$ cat src/rtl/core/pfdac_pkg.sv
// Package of the PID core: widths, register indexes and sequencer states.
`timescale 1ns / 1ps
package pfdac_pkg;
	localparam int FRAC_BITS = 16;
	localparam int DATA_WIDTH = 32;
	localparam int ACC_WIDTH = 48;
	localparam int MA_W = 49;             // magnitude of multiplicand
	localparam int MB_W = 35;             // magnitude of multiplier
	localparam int MP_W = MA_W + MB_W;    // full product
	localparam int NUM_W = 50;            // dividend magnitude
	localparam int DEN_W = 33;
	localparam int CNT_W = 6;

	localparam logic [2:0] REG_TS   = 3'd0;
	localparam logic [2:0] REG_TC   = 3'd1;
	localparam logic [2:0] REG_KP   = 3'd2;
	localparam logic [2:0] REG_KI   = 3'd3;
	localparam logic [2:0] REG_KD   = 3'd4;
	localparam logic [2:0] REG_BHI  = 3'd5;
	localparam logic [2:0] REG_BLO  = 3'd6;
	localparam logic [2:0] REG_LIM  = 3'd7;

	typedef enum logic [3:0] {
		ST_IDLE, ST_INT_CHK, ST_INT_MUL, ST_DEN_CHK, ST_C1_DIV, ST_C2_DIV,
		ST_D1_MUL, ST_D2_MUL, ST_P_MUL, ST_I_MUL, ST_DK_MUL, ST_OUT
	} state_t;
endpackage

$ cat src/rtl/core/pid_filtered_derivative_antiwindup_core.sv
// Top level of the PID core with filtered derivative and band anti-windup.
`timescale 1ns / 1ps
// One item (measured, target, restart) gives one drive value and a clamp flag.
// All products and divisions run on one shared shift-add multiplier and one
// restoring divider under a sequencer, one bit per cycle: six products and two
// filter coefficient divisions per item. The two divisions and the two filter
// products are skipped when the filter denominator is zero, and the integrator
// product when the error lies outside the integrator band. The input is ready
// only while the sequencer is idle; a finished result waits in the output
// register, the next item is accepted and computed meanwhile, and it waits in
// the output state only while that register is still full and not taken.
module pid_filtered_derivative_antiwindup_core import pfdac_pkg::*; (
	input  logic        clk,
	input  logic        arst_n,
	input  logic        s_tvalid,
	output logic        s_tready,
	input  logic [63:0] s_tdata,   // measured [31:0], target [63:32]
	input  logic        s_tuser,   // restart
	output logic        m_tvalid,
	input  logic        m_tready,
	output logic [31:0] m_tdata,   // drive [31:0]
	output logic        m_tuser,   // clamped
	input  logic        cfg_we,
	input  logic [2:0]  cfg_index,
	input  logic [31:0] cfg_data
);
	state_t state_q, state_d;

	logic [30:0] ts_q, tc_q, lim_q;
	logic signed [31:0] kp_q, ki_q, kd_q, bhi_q, blo_q;

	logic signed [ACC_WIDTH-1:0] integ_q;
	logic signed [DATA_WIDTH-1:0] deriv_q, last_q, err_q;
	logic signed [MB_W-1:0] c1_q, c2_q;
	logic signed [63:0] dterm_q, sum_q;
	logic [CNT_W-1:0] cnt_q;

	logic [MP_W-1:0] ma_q, acc_q;
	logic [MB_W-1:0] mb_q;
	logic neg_q, s17_q;

	logic [NUM_W-1:0] dq_q;
	logic [DEN_W:0] rem_q;
	logic dneg_q;

	logic m_tvalid_q, clamp_q;
	logic [DATA_WIDTH-1:0] drive_q;

	// Error at acceptance, saturated to the data width.
	logic signed [DATA_WIDTH:0] diff_in;
	logic signed [DATA_WIDTH-1:0] err_in;
	assign diff_in = {s_tdata[63], s_tdata[63:32]} - {s_tdata[31], s_tdata[31:0]};
	always_comb begin
		if (diff_in[DATA_WIDTH] != diff_in[DATA_WIDTH-1])
			err_in = diff_in[DATA_WIDTH] ? {1'b1, {(DATA_WIDTH-1){1'b0}}}
			                             : {1'b0, {(DATA_WIDTH-1){1'b1}}};
		else
			err_in = diff_in[DATA_WIDTH-1:0];
	end

	logic in_acc;
	assign in_acc = s_tvalid && s_tready;

	// Band test on the error magnitude.
	logic signed [DATA_WIDTH+1:0] mag;
	logic in_band;
	assign mag = err_q[DATA_WIDTH-1] ? -{{2{err_q[DATA_WIDTH-1]}}, err_q}
	                                 : {{2{err_q[DATA_WIDTH-1]}}, err_q};
	assign in_band = (mag < $signed({{2{bhi_q[31]}}, bhi_q}))
	              && (mag > $signed({{2{blo_q[31]}}, blo_q}));

	logic [DEN_W-1:0] den;
	assign den = {1'b0, tc_q, 1'b0} + {2'b00, ts_q};

	// Operand selection for the shared multiplier.
	logic signed [MA_W-1:0] sa;
	logic signed [MB_W-1:0] sb;
	always_comb begin
		sa = '0;
		sb = '0;
		case (state_q)
			ST_INT_MUL: begin
				sa = MA_W'(err_q) + MA_W'(last_q);
				sb = {4'b0000, ts_q};
			end
			ST_D1_MUL: begin
				sa = MA_W'(deriv_q);
				sb = c1_q;
			end
			ST_D2_MUL: begin
				sa = MA_W'(err_q) - MA_W'(last_q);
				sb = c2_q;
			end
			ST_P_MUL: begin
				sa = MA_W'(err_q);
				sb = MB_W'(kp_q);
			end
			ST_I_MUL: begin
				sa = MA_W'(integ_q);
				sb = MB_W'(ki_q);
			end
			ST_DK_MUL: begin
				sa = MA_W'(deriv_q);
				sb = MB_W'(kd_q);
			end
			default: begin
				sa = '0;
				sb = '0;
			end
		endcase
	end

	// Product scaled down, capped at two to the sixtieth, and signed.
	logic [MP_W-1:0] sh;
	logic [60:0] pmag;
	logic signed [63:0] prod;
	assign sh = s17_q ? (acc_q >> (FRAC_BITS + 1)) : (acc_q >> FRAC_BITS);
	assign pmag = (sh > MP_W'(61'h1000_0000_0000_0000)) ? 61'h1000_0000_0000_0000
	                                                     : sh[60:0];
	assign prod = neg_q ? -{3'b000, pmag} : {3'b000, pmag};

	// Divider step: shift in the next dividend bit and try the subtraction.
	logic [DEN_W:0] trial;
	logic fits;
	assign trial = {rem_q[DEN_W-1:0], dq_q[NUM_W-1]};
	assign fits = trial >= {1'b0, den};

	logic signed [NUM_W-1:0] c1_num;
	assign c1_num = (NUM_W'({1'b0, tc_q, 1'b0}) - NUM_W'(ts_q)) <<< FRAC_BITS;

	logic mul_done, div_done;
	assign mul_done = cnt_q == CNT_W'(MB_W + 1);
	assign div_done = cnt_q == CNT_W'(NUM_W + 1);

	// Integrator and derivative sums with saturation.
	logic signed [63:0] int_sum, d_sum;
	logic signed [ACC_WIDTH-1:0] int_sat;
	logic signed [DATA_WIDTH-1:0] d_sat;
	assign int_sum = 64'(integ_q) + prod;
	assign d_sum = dterm_q + prod;
	always_comb begin
		if (int_sum > 64'sh0000_7FFF_FFFF_FFFF)
			int_sat = {1'b0, {(ACC_WIDTH-1){1'b1}}};
		else if (int_sum < -64'sh0000_8000_0000_0000)
			int_sat = {1'b1, {(ACC_WIDTH-1){1'b0}}};
		else
			int_sat = int_sum[ACC_WIDTH-1:0];
		if (d_sum > 64'sh0000_0000_7FFF_FFFF)
			d_sat = {1'b0, {(DATA_WIDTH-1){1'b1}}};
		else if (d_sum < -64'sh0000_0000_8000_0000)
			d_sat = {1'b1, {(DATA_WIDTH-1){1'b0}}};
		else
			d_sat = d_sum[DATA_WIDTH-1:0];
	end

	// Final clamp.
	logic signed [63:0] lim_pos, total;
	assign total = sum_q + prod;
	assign lim_pos = {33'd0, lim_q};

	logic out_free;
	assign out_free = !m_tvalid_q || m_tready;

	always_comb begin
		state_d = state_q;
		case (state_q)
			ST_IDLE:    if (in_acc) state_d = ST_INT_CHK;
			ST_INT_CHK: state_d = in_band ? ST_INT_MUL : ST_DEN_CHK;
			ST_INT_MUL: if (mul_done) state_d = ST_DEN_CHK;
			ST_DEN_CHK: state_d = (den == '0) ? ST_P_MUL : ST_C1_DIV;
			ST_C1_DIV:  if (div_done) state_d = ST_C2_DIV;
			ST_C2_DIV:  if (div_done) state_d = ST_D1_MUL;
			ST_D1_MUL:  if (mul_done) state_d = ST_D2_MUL;
			ST_D2_MUL:  if (mul_done) state_d = ST_P_MUL;
			ST_P_MUL:   if (mul_done) state_d = ST_I_MUL;
			ST_I_MUL:   if (mul_done) state_d = ST_DK_MUL;
			ST_DK_MUL:  if (mul_done) state_d = ST_OUT;
			ST_OUT:     if (out_free) state_d = ST_IDLE;
			default:    state_d = ST_IDLE;
		endcase
	end

	always_comb begin
		s_tready = state_q == ST_IDLE;
		m_tvalid = m_tvalid_q;
		m_tdata = drive_q;
		m_tuser = clamp_q;
	end

	always_ff @(posedge clk or negedge arst_n) begin
		if (!arst_n) begin
			state_q <= ST_IDLE;
			ts_q <= 31'd655;
			tc_q <= 31'd3277;
			kp_q <= 32'sd65536;
			ki_q <= '0;
			kd_q <= '0;
			bhi_q <= '0;
			blo_q <= '0;
			lim_q <= 31'h7FFF_FFFF;
			integ_q <= '0;
			deriv_q <= '0;
			last_q <= '0;
			cnt_q <= '0;
			m_tvalid_q <= 1'b0;
		end else begin
			state_q <= state_d;
			if (cfg_we) begin
				case (cfg_index)
					REG_TS:  ts_q <= cfg_data[30:0];
					REG_TC:  tc_q <= cfg_data[30:0];
					REG_KP:  kp_q <= cfg_data;
					REG_KI:  ki_q <= cfg_data;
					REG_KD:  kd_q <= cfg_data;
					REG_BHI: bhi_q <= cfg_data;
					REG_BLO: blo_q <= cfg_data;
					REG_LIM: lim_q <= cfg_data[30:0];
					default: ;
				endcase
			end
			if (m_tvalid_q && m_tready && state_q != ST_OUT) m_tvalid_q <= 1'b0;

			case (state_q)
				ST_IDLE: begin
					cnt_q <= '0;
					if (in_acc) begin
						err_q <= err_in;
						if (s_tuser) begin
							integ_q <= '0;
							deriv_q <= '0;
							last_q <= '0;
						end
					end
				end
				ST_INT_CHK: begin
					if (!in_band) integ_q <= '0;
				end
				ST_DEN_CHK: begin
					if (den == '0) begin
						deriv_q <= '0;
						last_q <= err_q;
					end
				end
				ST_C1_DIV, ST_C2_DIV: begin
					if (cnt_q == '0) begin
						rem_q <= '0;
						if (state_q == ST_C1_DIV) begin
							dneg_q <= c1_num[NUM_W-1];
							dq_q <= c1_num[NUM_W-1] ? -c1_num : c1_num;
						end else begin
							dneg_q <= 1'b0;
							dq_q <= NUM_W'(2) << (2 * FRAC_BITS);
						end
						cnt_q <= cnt_q + 1'b1;
					end else if (div_done) begin
						cnt_q <= '0;
						if (state_q == ST_C1_DIV)
							c1_q <= dneg_q ? -MB_W'(dq_q) : MB_W'(dq_q);
						else
							c2_q <= MB_W'(dq_q);
					end else begin
						rem_q <= fits ? trial - {1'b0, den} : trial;
						dq_q <= {dq_q[NUM_W-2:0], fits};
						cnt_q <= cnt_q + 1'b1;
					end
				end
				ST_INT_MUL, ST_D1_MUL, ST_D2_MUL, ST_P_MUL, ST_I_MUL, ST_DK_MUL: begin
					if (cnt_q == '0) begin
						ma_q <= MP_W'(sa[MA_W-1] ? -sa : sa);
						mb_q <= sb[MB_W-1] ? -sb : sb;
						acc_q <= '0;
						neg_q <= sa[MA_W-1] ^ sb[MB_W-1];
						s17_q <= state_q == ST_INT_MUL;
						cnt_q <= cnt_q + 1'b1;
					end else if (mul_done) begin
						cnt_q <= '0;
						case (state_q)
							ST_INT_MUL: integ_q <= int_sat;
							ST_D1_MUL:  dterm_q <= prod;
							ST_D2_MUL: begin
								deriv_q <= d_sat;
								last_q <= err_q;
							end
							ST_P_MUL:   sum_q <= prod;
							ST_I_MUL:   sum_q <= total;
							ST_DK_MUL:  sum_q <= total;
							default: ;
						endcase
					end else begin
						if (mb_q[0]) acc_q <= acc_q + ma_q;
						ma_q <= ma_q << 1;
						mb_q <= mb_q >> 1;
						cnt_q <= cnt_q + 1'b1;
					end
				end
				ST_OUT: begin
					if (out_free) begin
						m_tvalid_q <= 1'b1;
						// The limit is below two to the thirty-first, so no
						// further saturation is needed after the clamp.
						if (sum_q > lim_pos) begin
							drive_q <= {1'b0, lim_q};
							clamp_q <= 1'b1;
						end else if (sum_q < -lim_pos) begin
							drive_q <= -{1'b0, lim_q};
							clamp_q <= 1'b1;
						end else begin
							drive_q <= sum_q[DATA_WIDTH-1:0];
							clamp_q <= 1'b0;
						end
					end
				end
				default: ;
			endcase
		end
	end
endmodule

$ cat config.mk
export PLATFORM = sky130hd
export DESIGN_NAME = pid_filtered_derivative_antiwindup_core
export DESIGN_NICKNAME = d
export VERILOG_FILES = /design/src/rtl/core/pfdac_pkg.sv /design/src/rtl/core/pid_filtered_derivative_antiwindup_core.sv
export SDC_FILE = /design/constraint.sdc
export NUM_CORES = 2
export LEC_CHECK = 0
export BUFFER_PORTS_ARGS = -buffer_cell sky130_fd_sc_hd__buf_2
export CAP_MARGIN = 0
export CORE_MARGIN = 10
export CORE_UTILIZATION = 44
export CTS_CLUSTER_DIAMETER = 60
export DETAILED_ROUTE_END_ITERATION = 12
export PLACE_DENSITY = 0.68
export SKIP_LAST_GASP = 1
export SLEW_MARGIN = 40
export SYNTH_ARGS = -nofsm -noshare
export SYNTH_HDL_FRONTEND = slang
export SYNTH_SLANG_ARGS = --single-unit
$ cat constraint.sdc
create_clock -name clk -period 9.12 [get_ports clk]
set_clock_uncertainty 0.2 [all_clocks]
set_input_delay 1.824 -clock clk [delete_from_list [all_inputs] [get_ports clk]]
set_output_delay 1.824 -clock clk [all_outputs]
set_load 0.02 [all_outputs]
==> metrics.cfg <==
[outcome]
status=completed

[synthesis]
synth-compound-area-share_pct=22.5
syn_area_per_cell_um2=9.04
synth_fa_ha_area_share_pct=11.0
synth_simple_gate_area_share_pct=15.9
synth-xor-area-share_pct=6.77
synth.largest_area_cell=edfxtp_1
synth.area.mux_share_pct=4.89
synthCells=8219
yosys.cell_count.top_type=a21oi_1
synth_top_family_by_area=compound AO/OA/AOI/OAI gates
synth_area_leaders=edfxtp_1 (22%), dfrtp_1 (11%), ha_1 (11%)
ys_types=112
synth-seq-cells=928
synthTopCellsByCount=a21oi_1 (731), nand2_1 (683), ha_1 (634), o21ai_0 (621), nor2_1 (569)
yosys_warnings=0
netlist_area_mm2=0.0743
synth_edf_count=552
synth_top_area_share_pct=22.3
synth-seq-area-share_pct=35.1
synthFlopType=edfxtp_1
synthArstFlopShare_pct=40.5

[power_and_ir_drop]
ir_worst_vdd_mv=0.382
power_mw=14.7
powerDensity_mw_per_mm2=178
p_leak_nw=34.2

[clock_network]
hold_buffers=0
post_cts.repair.setup_buffers=0
cts_root_buf=clkbuf_16
clk_pin_slew_ns=0.06
htree_levels=3
cts_buffer_depth=3
clk_latency_ns=0.81
clock_sinks=928
cts_tree=built
cts_resized=0
cts_made_buffers=120

[drt]
drtIter0Drc=6353
drc=0
routed_via_density=6.17
ant_nets=0
drt_pass1_iterations=8
dr_total_vias=65300
routed_wl_mm=242
wl_per_cell_um=22.9

[final_layout]
areaGrowthSynthToFinish_pct=11.0
drive_above_1_share_pct=11.1
nets=9019

[critical_path]
startpoint_type=register
cp_common_cell=o21ai_0
worst_ep_required_time_ns=9.59
cpMaxStageDelayCell=or4b_1
arrival_ns=9.08
crit_type=reg -> reg
end_kind=register
rrSetupSlack_ns=0.50
crit_path_max_incr_delay_ns=0.54
crit_fanout=54

[timing]
hold_viol=0
drv_slew=0
tns_ns=0
setup_viol=0
tightest_slew_ns=0.870
finalCriticalPeriod_ns=8.62
max_freq_mhz=116
slew-limit-headroom_pct=41.8
min_period_over_period_pct=94.5
rsz0062_at_grt=false

[global_route]
grt_max_degree=179
overflow=0
antenna_found_initial=15
grt_pass1_wl_mm=373
grt_pass1_vias=63300
track_usage_pct=25.1

[die]
die_w_um=431
row_count=150
dieArea_mm2=0.186
initial_utilization_pct=44.4
core_mm2=0.167
die_h_um=431
io-pin-count=140

[place]
portBuffers=139
gp_congestion=0.976
dp_hpwl_mm=185

[hold_path]
hold_class=reg -> reg

[run]
cap_violations=0

==> routing by layer <==
layer / wire [um] / vias up / track usage (%) / part of all wire, %
met1: 98600 / 31700 / 31.1 / 41
met5: 83 / - / 0 / 0.034
met3: 15000 / 578 / 3.79 / 6.2
met4: 13700 / 8 / 12.2 / 5.7
li1: - / 30700 / - / -
met2: 115000 / 2318 / 42.4 / 47
==> cells by family after synthesis <==
group           count (synthesis)
compound gates               2591
xor+xnor                      574
mux                           334
simple gates                 2379
other cells                     1
buf+inv                       763
flops                         928
fa+ha+maj                     649
==> layout by cell type, fill, tap and decap left out, types with 30 or more instances in the layout <==
cell type,synthesis,routed
a31oi_1,64,64
mux2_2,231,231
nand3_1,123,123
inv_1,375,375
mux2i_1,103,103
buf_2,12,138
edfxtp_1,552,552
a211oi_1,75,74
nor2_1,569,564
or3_1,74,74
nand2b_1,101,100
a21o_1,283,283
o21a_1,79,78
and2_1,106,103
a22o_1,48,48
o21bai_1,84,84
xnor2_1,404,404
a211o_1,30,30
a222oi_1,39,39
a221o_1,51,51
dfrtp_1,331,330
and3_1,68,68
a22oi_1,42,42
buf_4,6,158
a21oi_1,731,727
nand4_1,124,124
ha_1,634,633
o211ai_1,60,60
nor3_1,165,159
dfstp_2,45,45
o21ai_0,621,618
o31ai_1,63,61
nor2b_1,121,121
nand2_1,683,678
xor2_1,170,169
clkbuf_16,0,128
nor4_1,79,76
==> per-stage QoR <==
stage          hold slack (ns)  util, %  area, um2  worst slack (ns)  std cells
2_1_floorplan            0.226        -      74300              1.04       8222
3_3_place_gp             0.238     46.5      77800             0.365      10300
3_5_place_dp             0.237     46.5      77900             0.176      10400
4_1_cts                  0.256     49.2      82300            0.0893      10600
5_1_grt                  0.283     49.2      82400            0.0570      10600
6_report                 0.255     49.2      82400             0.504      10600
==> critical path: cells and delay by family (launching register included) <==
kind                     cells  cell delay, ns
AND/OR/NAND/NOR              8            2.30
adder cells (fa/ha/maj)      2            0.69
AO/OA/AOI/OAI               15            3.65
flip-flops                   1            0.39
buffers and inverters        3            0.83
XOR/XNOR                     2            0.39
==> registers in the layout (all words and copies together), names as in the netlist, 6 cells and up <==
signal and flops:
acc_q 84, bhi_q 32, err_q 32, c2_q 35, kp_q 32, ki_q 32, dterm_q 64, dq_q 50
deriv_q 32, blo_q 32, tc_q 31, last_q 32, lim_q 31, integ_q 48, kd_q 32, m_tdata 32
cnt_q 6, rem_q 33, ts_q 31, sum_q 64, mb_q 35, c1_q 35, ma_q 84
==> final timing paths <==
kind / start / to / cells past startpoint
max reg2reg: s17_q / deriv_q[20] / 30
max in group asynchronous: arst_n / kp_q[31] / 3
max: s17_q / deriv_q[20] / 30
min in group asynchronous: arst_n / bhi_q[11] / 1
min reg2reg: dq_q[1] / c2_q[1] / 0
min: dq_q[1] / c2_q[1] / 0
==> report_power, final <==
group / switching (mW) / internal [mW] / leakage [nW] / total [mW]
logic: 2.37 / 1.86 / 22.5 / 4.23
clock network: 2.12 / 3.05 / 2.15 / 5.17
registers: 0.321 / 4.95 / 9.60 / 5.28
==> layout make-up <==
class                      instances  area [um2]
tap                             2204        2760
clock inverter                    82        1020
antenna                            3        7.51
timing repair buffer             312        2160
inverter                         377        1420
sequential                       928       26000
fill                           15700       85000
multi-input combinational       6531       45700
clock buffer                     148        3370
No activity file was read; power rests on OpenSTA's default activity.
